==> config.mk <==
export PLATFORM = sky130hd
export DESIGN_NAME = brss_ctrl
export DESIGN_NICKNAME = d
export VERILOG_FILES = /design/src/hdl/brss_pkg.sv /design/src/hdl/brss_ctrl.sv
export VERILOG_INCLUDE_DIRS = /design/src /design/src/hdl
export SDC_FILE = /design/constraint.sdc
export NUM_CORES = 1
export LEC_CHECK = 0
export BUFFER_PORTS_ARGS = -buffer_cell sky130_fd_sc_hd__buf_2
export CAP_MARGIN = 10
export CORE_AREA = 5 5 42 44
export DETAILED_ROUTE_END_ITERATION = 16
export DIE_AREA = 0 0 47 49
export PLACE_DENSITY_LB_ADDON = 0.1
export SETUP_SLACK_MARGIN = 0.4
export SLEW_MARGIN = 0
export SYNTH_ARGS = -nofsm -noshare
export SYNTH_HDL_FRONTEND = slang
export SYNTH_SLANG_ARGS = --single-unit
==> constraint.sdc <==
create_clock -name clk -period 1.1 [get_ports clk]
set_input_delay 0.22 -clock clk [delete_from_list [all_inputs] [get_ports clk]]
set_output_delay 0.22 -clock clk [all_outputs]
set_load 0.03 [all_outputs]
==> src/hdl/beam_request_spacing_stats_macros.svh <==
// Assertion macros shared by the beam request spacing statistics modules.
`ifndef BEAM_REQUEST_SPACING_STATS_MACROS_SVH
`define BEAM_REQUEST_SPACING_STATS_MACROS_SVH

// Property that must hold at every clock edge outside reset.
`define BRSS_ASSERT(name, prop) \
    name: assert property (@(posedge clk) disable iff (!rst_n) prop) \
        else $error("brss assertion failed");

// Condition in one cycle implies the consequence in the next.
`define BRSS_ASSERT_NEXT(name, cond, nxt) \
    name: assert property (@(posedge clk) disable iff (!rst_n) (cond) |=> (nxt)) \
        else $error("brss sequence assertion failed");

`endif

==> src/hdl/brss_pkg.sv <==
// Shared constants, types and helpers for the beam request spacing statistics block.
`timescale 1ns / 1ps
package brss_pkg;

    localparam int DESTINATIONS = 16;
    localparam int ENGINES      = 4;
    localparam int CONTROL_BITS = 16;
    localparam int BUCKET_BITS  = 20;

    localparam int TABLE_SIZE = DESTINATIONS + ENGINES * CONTROL_BITS;
    localparam int ADDR_W     = $clog2(TABLE_SIZE);
    localparam int STAT_W     = BUCKET_BITS + 1;
    localparam int FIELD_W    = 21;
    localparam int COUNT_W    = 21;

    localparam logic [COUNT_W-1:0] COUNT_MAX = COUNT_W'(1) << 20;

    typedef enum logic [1:0] {
        OP_FRAME   = 2'd0,
        OP_CONTROL = 2'd1,
        OP_READ    = 2'd2,
        OP_CLEAR   = 2'd3
    } op_t;

    localparam logic REG_NO_DEST  = 1'b0;
    localparam logic REG_CHECK_EN = 1'b1;

    typedef logic signed [STAT_W-1:0] stat_t;

    typedef struct packed {
        logic [COUNT_W-1:0] count;
        stat_t              min_sp;
        stat_t              max_sp;
        stat_t              first_bk;
        stat_t              last_bk;
    } entry_t;

    localparam entry_t ENTRY_RESET = '{
        count:    '0,
        min_sp:   '1,
        max_sp:   '1,
        first_bk: '1,
        last_bk:  '1
    };

    typedef struct packed {
        logic accept;
        logic step;
        logic finish;
    } cmd_t;

    typedef struct packed {
        logic scan_last;
    } sts_t;

    // Sign-extend or truncate a stored statistic to the result field width.
    function automatic logic [FIELD_W-1:0] to_field(input stat_t v);
        logic signed [63:0] w;
        begin
            w = 64'(v);
            return w[FIELD_W-1:0];
        end
    endfunction

endpackage

==> src/hdl/brss_ctrl.sv <==
// Controller state machine: accepts commands, sequences the bit scan, strobes results.
`timescale 1ns / 1ps
`include "beam_request_spacing_stats_macros.svh"
module brss_ctrl
(
    input  logic             clk,
    input  logic             rst_n,
    input  logic             start,
    input  logic [1:0]       opcode,
    input  brss_pkg::sts_t   sts,
    output brss_pkg::cmd_t   cmd,
    output logic             busy,
    output logic             done
);

    typedef enum logic [1:0] {
        ST_IDLE,
        ST_SCAN,
        ST_FIN
    } state_t;

    state_t state_reg;
    logic   done_reg;
    logic   short_op;

    always_ff @(posedge clk or negedge rst_n)
    begin
        if (!rst_n)
        begin
            state_reg <= ST_IDLE;
            done_reg  <= 1'b0;
        end
        else
        begin
            done_reg <= (state_reg == ST_FIN);
            case (state_reg)
                ST_IDLE:
                begin
                    if (start)
                    begin
                        if (opcode == brss_pkg::OP_FRAME || opcode == brss_pkg::OP_CONTROL)
                            state_reg <= ST_SCAN;
                        else
                            state_reg <= ST_FIN;
                    end
                end
                ST_SCAN:
                begin
                    if (sts.scan_last)
                        state_reg <= ST_FIN;
                end
                ST_FIN:
                begin
                    state_reg <= ST_IDLE;
                end
                default:
                begin
                    state_reg <= ST_IDLE;
                end
            endcase
        end
    end

    always_comb
    begin
        cmd.accept = start && (state_reg == ST_IDLE);
        cmd.step   = (state_reg == ST_SCAN);
        cmd.finish = (state_reg == ST_FIN);
    end

    assign busy = (state_reg != ST_IDLE);
    assign done = done_reg;

    // read and clear need no scan
    assign short_op = (opcode == brss_pkg::OP_READ) || (opcode == brss_pkg::OP_CLEAR);

    `BRSS_ASSERT_NEXT(a_done_single_beat, done_reg, !done_reg)
    `BRSS_ASSERT_NEXT(a_fin_gives_done, state_reg == ST_FIN, done_reg && state_reg == ST_IDLE)
    `BRSS_ASSERT_NEXT(a_short_ops_skip_scan, start && !busy && short_op, state_reg == ST_FIN)

endmodule

==> results of run 1 <==
[metrics by stage]
step	TNS, ps	cell area (sq um)	instances	total power, mW	setup WS (ps)
floorplan	-42.9	148	13	0.260	-42.9
global placement	-44.4	228	40	0.327	-38.3
detailed placement	-33.0	228	40	0.326	-33.0
CTS	-948	297	46	0.570	-236
global route	-1090	327	47	0.636	-266
finish	-833	327	47	0.591	-215
[logic make-up (layout without fill, tap and decap cells)]
family / after synthesis / after routing / share of synthesized area
buffers and inverters: 1 / 19 / 0.0275
and+or+nand+nor: 7 / 7 / 0.321
DFF: 3 / 3 / 0.550
AOI/OAI and AO/OA: 2 / 2 / 0.101
[worst min-delay path by stage]
stage,end,from,slack (ps)
finish,state_reg[0],opcode[1],210
global route,state_reg[0],opcode[1],200
CTS,state_reg[0],opcode[1],200
detailed placement,done,rst_n,20
global placement,done,rst_n,20
floorplan,done,rst_n,-80
[what timing repair did]
item	4_1_cts	5_1_grt
setup endpoints to repair	8	8
hold endpoints to repair	3	0
setup buffers	1	1
pin swaps	2	2
resized for setup	8	6
hold buffers	1	0
gates cloned	0	0
[Yosys cell counts]
| cell type | count |
|---|---|
| sky130_fd_sc_hd__nand3b_1 | 1 |
| sky130_fd_sc_hd__and2b_1 | 1 |
| sky130_fd_sc_hd__or2_2 | 1 |
| sky130_fd_sc_hd__nor2_1 | 1 |
| sky130_fd_sc_hd__inv_1 | 1 |
| sky130_fd_sc_hd__nand2_1 | 1 |
| sky130_fd_sc_hd__o41ai_1 | 1 |
| sky130_fd_sc_hd__a21oi_1 | 1 |
| sky130_fd_sc_hd__nor2b_1 | 1 |
| sky130_fd_sc_hd__or3b_1 | 1 |
| sky130_fd_sc_hd__dfrtp_1 | 3 |
[worst register-to-register path: cells and delay by family (launching register included)]
family	cells	cell delay (ps)
buffers and inverters	2	260
and+or+nand+nor	1	370
AOI/OAI and AO/OA	1	80
DFF	1	380
[power groups by stage]
stage	Combinational, mW	Clock [mW]	Sequential [mW]
after floorplan	0.106	0	0.154
after global placement	0.189	0	0.139
after detailed placement	0.188	0	0.138
after CTS	0.228	0.202	0.139
after global routing	0.275	0.218	0.142
final	0.259	0.192	0.140
[metal layers]
| metal | global-route usage | vias to the layer above | routed length [microns] |
|---|---|---|---|
| met3 | 0.0590 | 0 | 75 |
| li1 | - | 81 | - |
| met1 | 0.0640 | 75 | 209 |
| met5 | 0 | - | 0 |
| met4 | 0.0415 | 0 | 0 |
| met2 | 0.0317 | 12 | 149 |
[area by class of cell]
class | count | area (sq um) | share of cell area
clock buffer | 4 | 26.3 | 0.0805
inverter | 1 | 3.75 | 0.0115
multi-input combinational | 9 | 80.1 | 0.245
sequential | 3 | 75.1 | 0.230
tap | 16 | 20.0 | 0.0613
timing repair buffer | 14 | 121 | 0.372
==> parameters.txt, run 1 <==
Parameter                              Value

Pwr
  Net switching fraction of the power    0.333
  Peak ir drop on the vdd network    0.484 mV
  Psw    196 uW
  Sequential share of power    0.237
  Comb pwr share    0.438
  Power per standard cell area    1810 nW/um^2
  Internal power component    394 uW
  Static leakage power    0.158 nW
  Relative contribution of the clock network to total power    0.325

Worst setup path
  Category of the critical setup timing path    flop to output port
  End point of the critical path    cmd[2]
  Required arrival time at the worst endpoint    880 ps
  Kind of cell adding the most delay to the critical path    flip-flops
  Number of gates on the worst path with buffers counted    3
  Critical path startpoint category    flop
  Worst-case reg-to-reg path depth    4
  Critical Path, Cell by Cell    or2_4 -> nor2_4 -> buf_6
  Endpoint of the worst-slack reg-to-reg timing path    state_reg[0]
  Data arrival time at the worst-slack endpoint    1100 ps
  Max incr delay on CP    400 ps
  Sum of buffers and inverters on the critical path    1
  Largest driver fanout on the critical path    3
  Flop2flop setup slack    -120 ps
  Element type at the critical path end    output port
  Cell with the biggest individual delay on the critical path    sky130_fd_sc_hd__dfrtp_1
  Critical Path Start    state_reg[0]
  Startpoint of the lowest-slack register-to-register path    state_reg[1]

Yosys
  Count of different cell masters after synthesis    11
  Netlist area before placement    136 sq um
  Total of flip-flops plus latches after synthesis    3
  Seq/Total Area, Yosys    0.550
  Cell taking the most area after synthesis    sky130_fd_sc_hd__dfrtp_1
  Syn. warnings    0
  Top area cells in the synthesized netlist    sky130_fd_sc_hd__dfrtp_1, sky130_fd_sc_hd__o41ai_1, sky130_fd_sc_hd__or3b_1
  Synthesized netlist cell count    13
  Share of the synthesized area in the top cell type    0.550
  Average footprint of a synthesized cell    10.5 sq um
  Mapped Nets    19

STA
  Part of the cycle the worst path needs    1.20
  Worst setup margin    -215 ps
  Crit path time final    1320 ps
  Tightest hold margin    206 ps
  Max-slew violations    0
  F_max    0.760 GHz
  Actual transition at the worst max-transition pin    311 ps
  Final number of hold-violating endpoints    0
  Number of failing setup endpoints in the final timing report    5
  Largest clock skew in the final design    1.98 ps
  Setup repair after global routing missed its margin    true
  Max-slew headroom    0.790

Drt
  Total length of routed wires    434 microns
  Vias/cell    3.57
  DR WL/cell    9.23 microns
  Antenna-violating nets left    0
  DR vias    168
  Initial DRT Pass Iterations    4
  Iteration-0 DRC Markers    3
  Post-detailed-route DRC marker count    0

Die
  Die outline area    2300 sq um
  Chip Height    49 microns
  Die span in x    47 microns
  Effective utilization at floorplan    0.0973
  Row cnt    14
  Number of placed I/O pins    11
  Core Box Area    1400 sq um

Worst hold path
  Count of cells along the worst hold path    2
  Kind of path behind the tightest hold check    primary input to flop

Clocking
  Worst-Skew Late Latency    230 ps
  Count of H-tree levels built during CTS    1
  Clock tree from TritonCTS    built
  TritonCTS Buffers    3
  Clock net sink count    3
  Buffer cell driving the clock tree root    sky130_fd_sc_hd__clkbuf_4
  CTS clock-pin slew for the worst setup and hold paths    30 ps
  Clock buffer depth    2

Run status
  Violated checks    negative setup slack
  Run status    complete, but fails checks

Layout
  Final nets    38
  Antenna diodes    0
  Share of the core filled with cells in the final layout    0.233
  Commonest non-fill, non-tap cells in the layout    sky130_fd_sc_hd__buf_6, sky130_fd_sc_hd__buf_2, sky130_fd_sc_hd__clkbuf_4, sky130_fd_sc_hd__dfrtp_1
  Fill count    168
  Number of flip-flops in the largest register    2
  Fraction of layout cells with a size suffix above 1    0.677
  Post-synthesis to final-layout area growth    139%
  Most common cell after layout, fill and taps aside    sky130_fd_sc_hd__buf_6

Placement
  Gp weighted congestion    0.623
  Number of I/O port buffers    9
  DP HPWL    316 microns

GRT
  First-pass GRT wire length    641 microns
  Pin count of the biggest net entering global routing    6
  Aggregate global-route resource usage    0.0480
  Number of antenna violations at the first check in global routing    0
  GR Overflow Total    0
  Vias in the first global route    125

Run
  Maxcap violations    0
No activity file was read; power rests on OpenSTA's default activity.
==> run 2: changes to the inputs <==
--- a/config.mk
+++ b/config.mk
@@ -9,3 +9,2 @@
 export BUFFER_PORTS_ARGS = -buffer_cell sky130_fd_sc_hd__buf_2
-export CAP_MARGIN = 10
 export CORE_AREA = 5 5 42 44
==> constraint.sdc (replaced) <==
create_clock -name clk -period 1.1 [get_ports clk]
set_input_delay 0.055 -clock clk [delete_from_list [all_inputs] [get_ports clk]]
set_output_delay 0.055 -clock clk [all_outputs]
set_load 0.03 [all_outputs]
==> parameters.txt, run 2 (synthesis results as in run 1) <==
Parameter                              Value

STA
  Max-slew headroom    0.806 (+0.0163)
  Max-slew violations    0 (unchanged)
  Worst setup margin    -66.0 ps (+149 ps)
  Largest clock skew in the final design    0.630 ps (-1.35 ps)
  Actual transition at the worst max-transition pin    287 ps (-24.1 ps)
  Final number of hold-violating endpoints    0 (unchanged)
  F_max    0.858 GHz (+13%)
  Part of the cycle the worst path needs    1.06 (-0.136)
  Tightest hold margin    29.2 ps (-177 ps)
  Setup repair after global routing missed its margin    true
  Number of failing setup endpoints in the final timing report    3 (-2)
  Crit path time final    1170 ps (-149 ps)

Die
  Row cnt    14 (unchanged)
  Chip Height    49 microns (unchanged)
  Die span in x    47 microns (unchanged)
  Die outline area    2300 sq um (unchanged)
  Effective utilization at floorplan    0.0973 (unchanged)
  Core Box Area    1400 sq um (unchanged)
  Number of placed I/O pins    11 (unchanged)

GRT
  Number of antenna violations at the first check in global routing    0 (unchanged)
  GR Overflow Total    0 (unchanged)
  First-pass GRT wire length    696 microns (+8.6%)
  Vias in the first global route    165 (+32%)
  Pin count of the biggest net entering global routing    6 (unchanged)
  Aggregate global-route resource usage    0.0458 (-0.00215)

Layout
  Most common cell after layout, fill and taps aside    sky130_fd_sc_hd__buf_2
  Final nets    36 (-5.3%)
  Number of flip-flops in the largest register    2 (unchanged)
  Area taken by flip-flops and latches    77.6 sq um (+3.3%)
  Post-synthesis to final-layout area growth    117%
  Fill count    173 (+3.0%)
  Fraction of layout cells with a size suffix above 1    0.690 (+0.0122)
  Commonest non-fill, non-tap cells in the layout    sky130_fd_sc_hd__buf_2, sky130_fd_sc_hd__buf_6, sky130_fd_sc_hd__clkbuf_4, sky130_fd_sc_hd__buf_4, sky130_fd_sc_hd__dfrtp_2
  Antenna diodes    0 (unchanged)
  Final Instance Area    295 sq um (-9.6%)
  Area of the multi-input gates    72.6 sq um (-9.4%)

Drt
  Antenna-violating nets left    0 (unchanged)
  Iteration-0 DRC Markers    1 (-2)
  Vias/cell    3.53 (-1.2%)
  Total length of routed wires    403 microns (-7.1%)
  DR vias    159 (-5.4%)
  Post-detailed-route DRC marker count    0 (unchanged)
  DR WL/cell    8.96 microns (-3.0%)
  Initial DRT Pass Iterations    2 (-2)

Worst setup path
  Element type at the critical path end    output port
  Required arrival time at the worst endpoint    1040 ps (+160 ps)
  End point of the critical path    cmd[2]
  Worst-case reg-to-reg path depth    3 (-1)
  Data arrival time at the worst-slack endpoint    1110 ps (about the same)
  Critical path startpoint category    flop
  Largest driver fanout on the critical path    3 (unchanged)
  Flop2flop setup slack    10 ps (+130 ps)
  Category of the critical setup timing path    flop to output port
  Critical Path Start    state_reg[0]
  Endpoint of the worst-slack reg-to-reg timing path    state_reg[0]
  Startpoint of the lowest-slack register-to-register path    state_reg[1]

Pwr
  Power per standard cell area    1870 nW/um^2 (+3.2%)
  Static leakage power    0.140 nW (-12%)
  Overall power of the completed layout    551 uW (-6.7%)
  Peak ir drop on the vdd network    0.438 mV (-9.6%)

Clocking
  Count of H-tree levels built during CTS    1 (unchanged)
  Clock net sink count    3 (unchanged)
  Worst-Skew Late Latency    230 ps (about the same)
  CTS clock-pin slew for the worst setup and hold paths    40 ps (about the same)
  Clock buffer depth    2 (unchanged)
  Clock tree from TritonCTS    built
  TritonCTS Buffers    3 (unchanged)
  Buffer cell driving the clock tree root    sky130_fd_sc_hd__clkbuf_4

Run status
  Violated checks    negative setup slack
  Run status    complete, but fails checks

Placement
  DP Area    213 sq um (-6.6%)
  Number of I/O port buffers    9 (unchanged)
  Gp weighted congestion    0.563 (-9.6%)
  DP HPWL    292 microns (-7.7%)

Run
  Maxcap violations    0 (unchanged)

Worst hold path
  Kind of path behind the tightest hold check    primary input to flop
==> run 2: cell count changes in the layout (fill, tap and decap cells not counted), sizes merged <==
cell / previous run / this run
buf: 13 / 11
==> run 2: final cells by class <==
type	instances	share of cell area
tap	16	0.0678
sequential	3	0.263
inverter	1	0.0127
multi-input combinational	9	0.246
clock buffer	4	0.0890
timing repair buffer	12	0.322
==> run 2: critical path, stage by stage (launching register included) <==
cell and delay [ps]:
sky130_fd_sc_hd__dfrtp_2 410, sky130_fd_sc_hd__or2_4 270, sky130_fd_sc_hd__nor2_4 80, sky130_fd_sc_hd__buf_6 130
==> run 2: how the worst min path moves through the flow <==
stage	startpoint	slack (ps)	to	cells past startpoint
floorplan	rst_n	-240	done	0
global placement	rst_n	-150	done	1
detailed placement	rst_n	-150	done	1
CTS	opcode[1]	20	state_reg[0]	2
global route	opcode[1]	40	state_reg[0]	2
finish	opcode[1]	30	state_reg[0]	2
==> run 2: report_power, final <==
group          total [mW]  internal, mW  switching, mW  leakage (nW)
Combinational       0.218         0.101          0.116        0.0885
Sequential          0.143         0.130         0.0133        0.0365
Clock               0.190         0.136         0.0544        0.0150
==> run 2: through the flow <==
step | setup slack (ps) | std cells | util | setup TNS (ps)
2_1_floorplan | 122 | 13 | - | 0
3_3_place_gp | 57.1 | 38 | 0.152 | 0
3_5_place_dp | 56.4 | 38 | 0.152 | 0
4_1_cts | -83.6 | 45 | 0.208 | -184
5_1_grt | -112 | 45 | 0.211 | -306
6_report | -66.0 | 45 | 0.211 | -131
==> run 2: what timing repair did <==
item | 4_1_cts | 5_1_grt
pin swaps | 2 | 0
hold buffers | 1 | 0
endpoints found under the hold margin | 3 | 0
buffers inserted | 2 | 0
gates resized for setup | 10 | 1
endpoints found under the setup margin | 8 | 8
==> run 2: routing by layer <==
layer	up-vias	share of wire	GRT usage
met4	0	0	0.0276
met3	0	0.17	0.0480
li1	76	-	-
met1	73	0.49	0.0595
met2	10	0.34	0.0430
met5	-	0	0
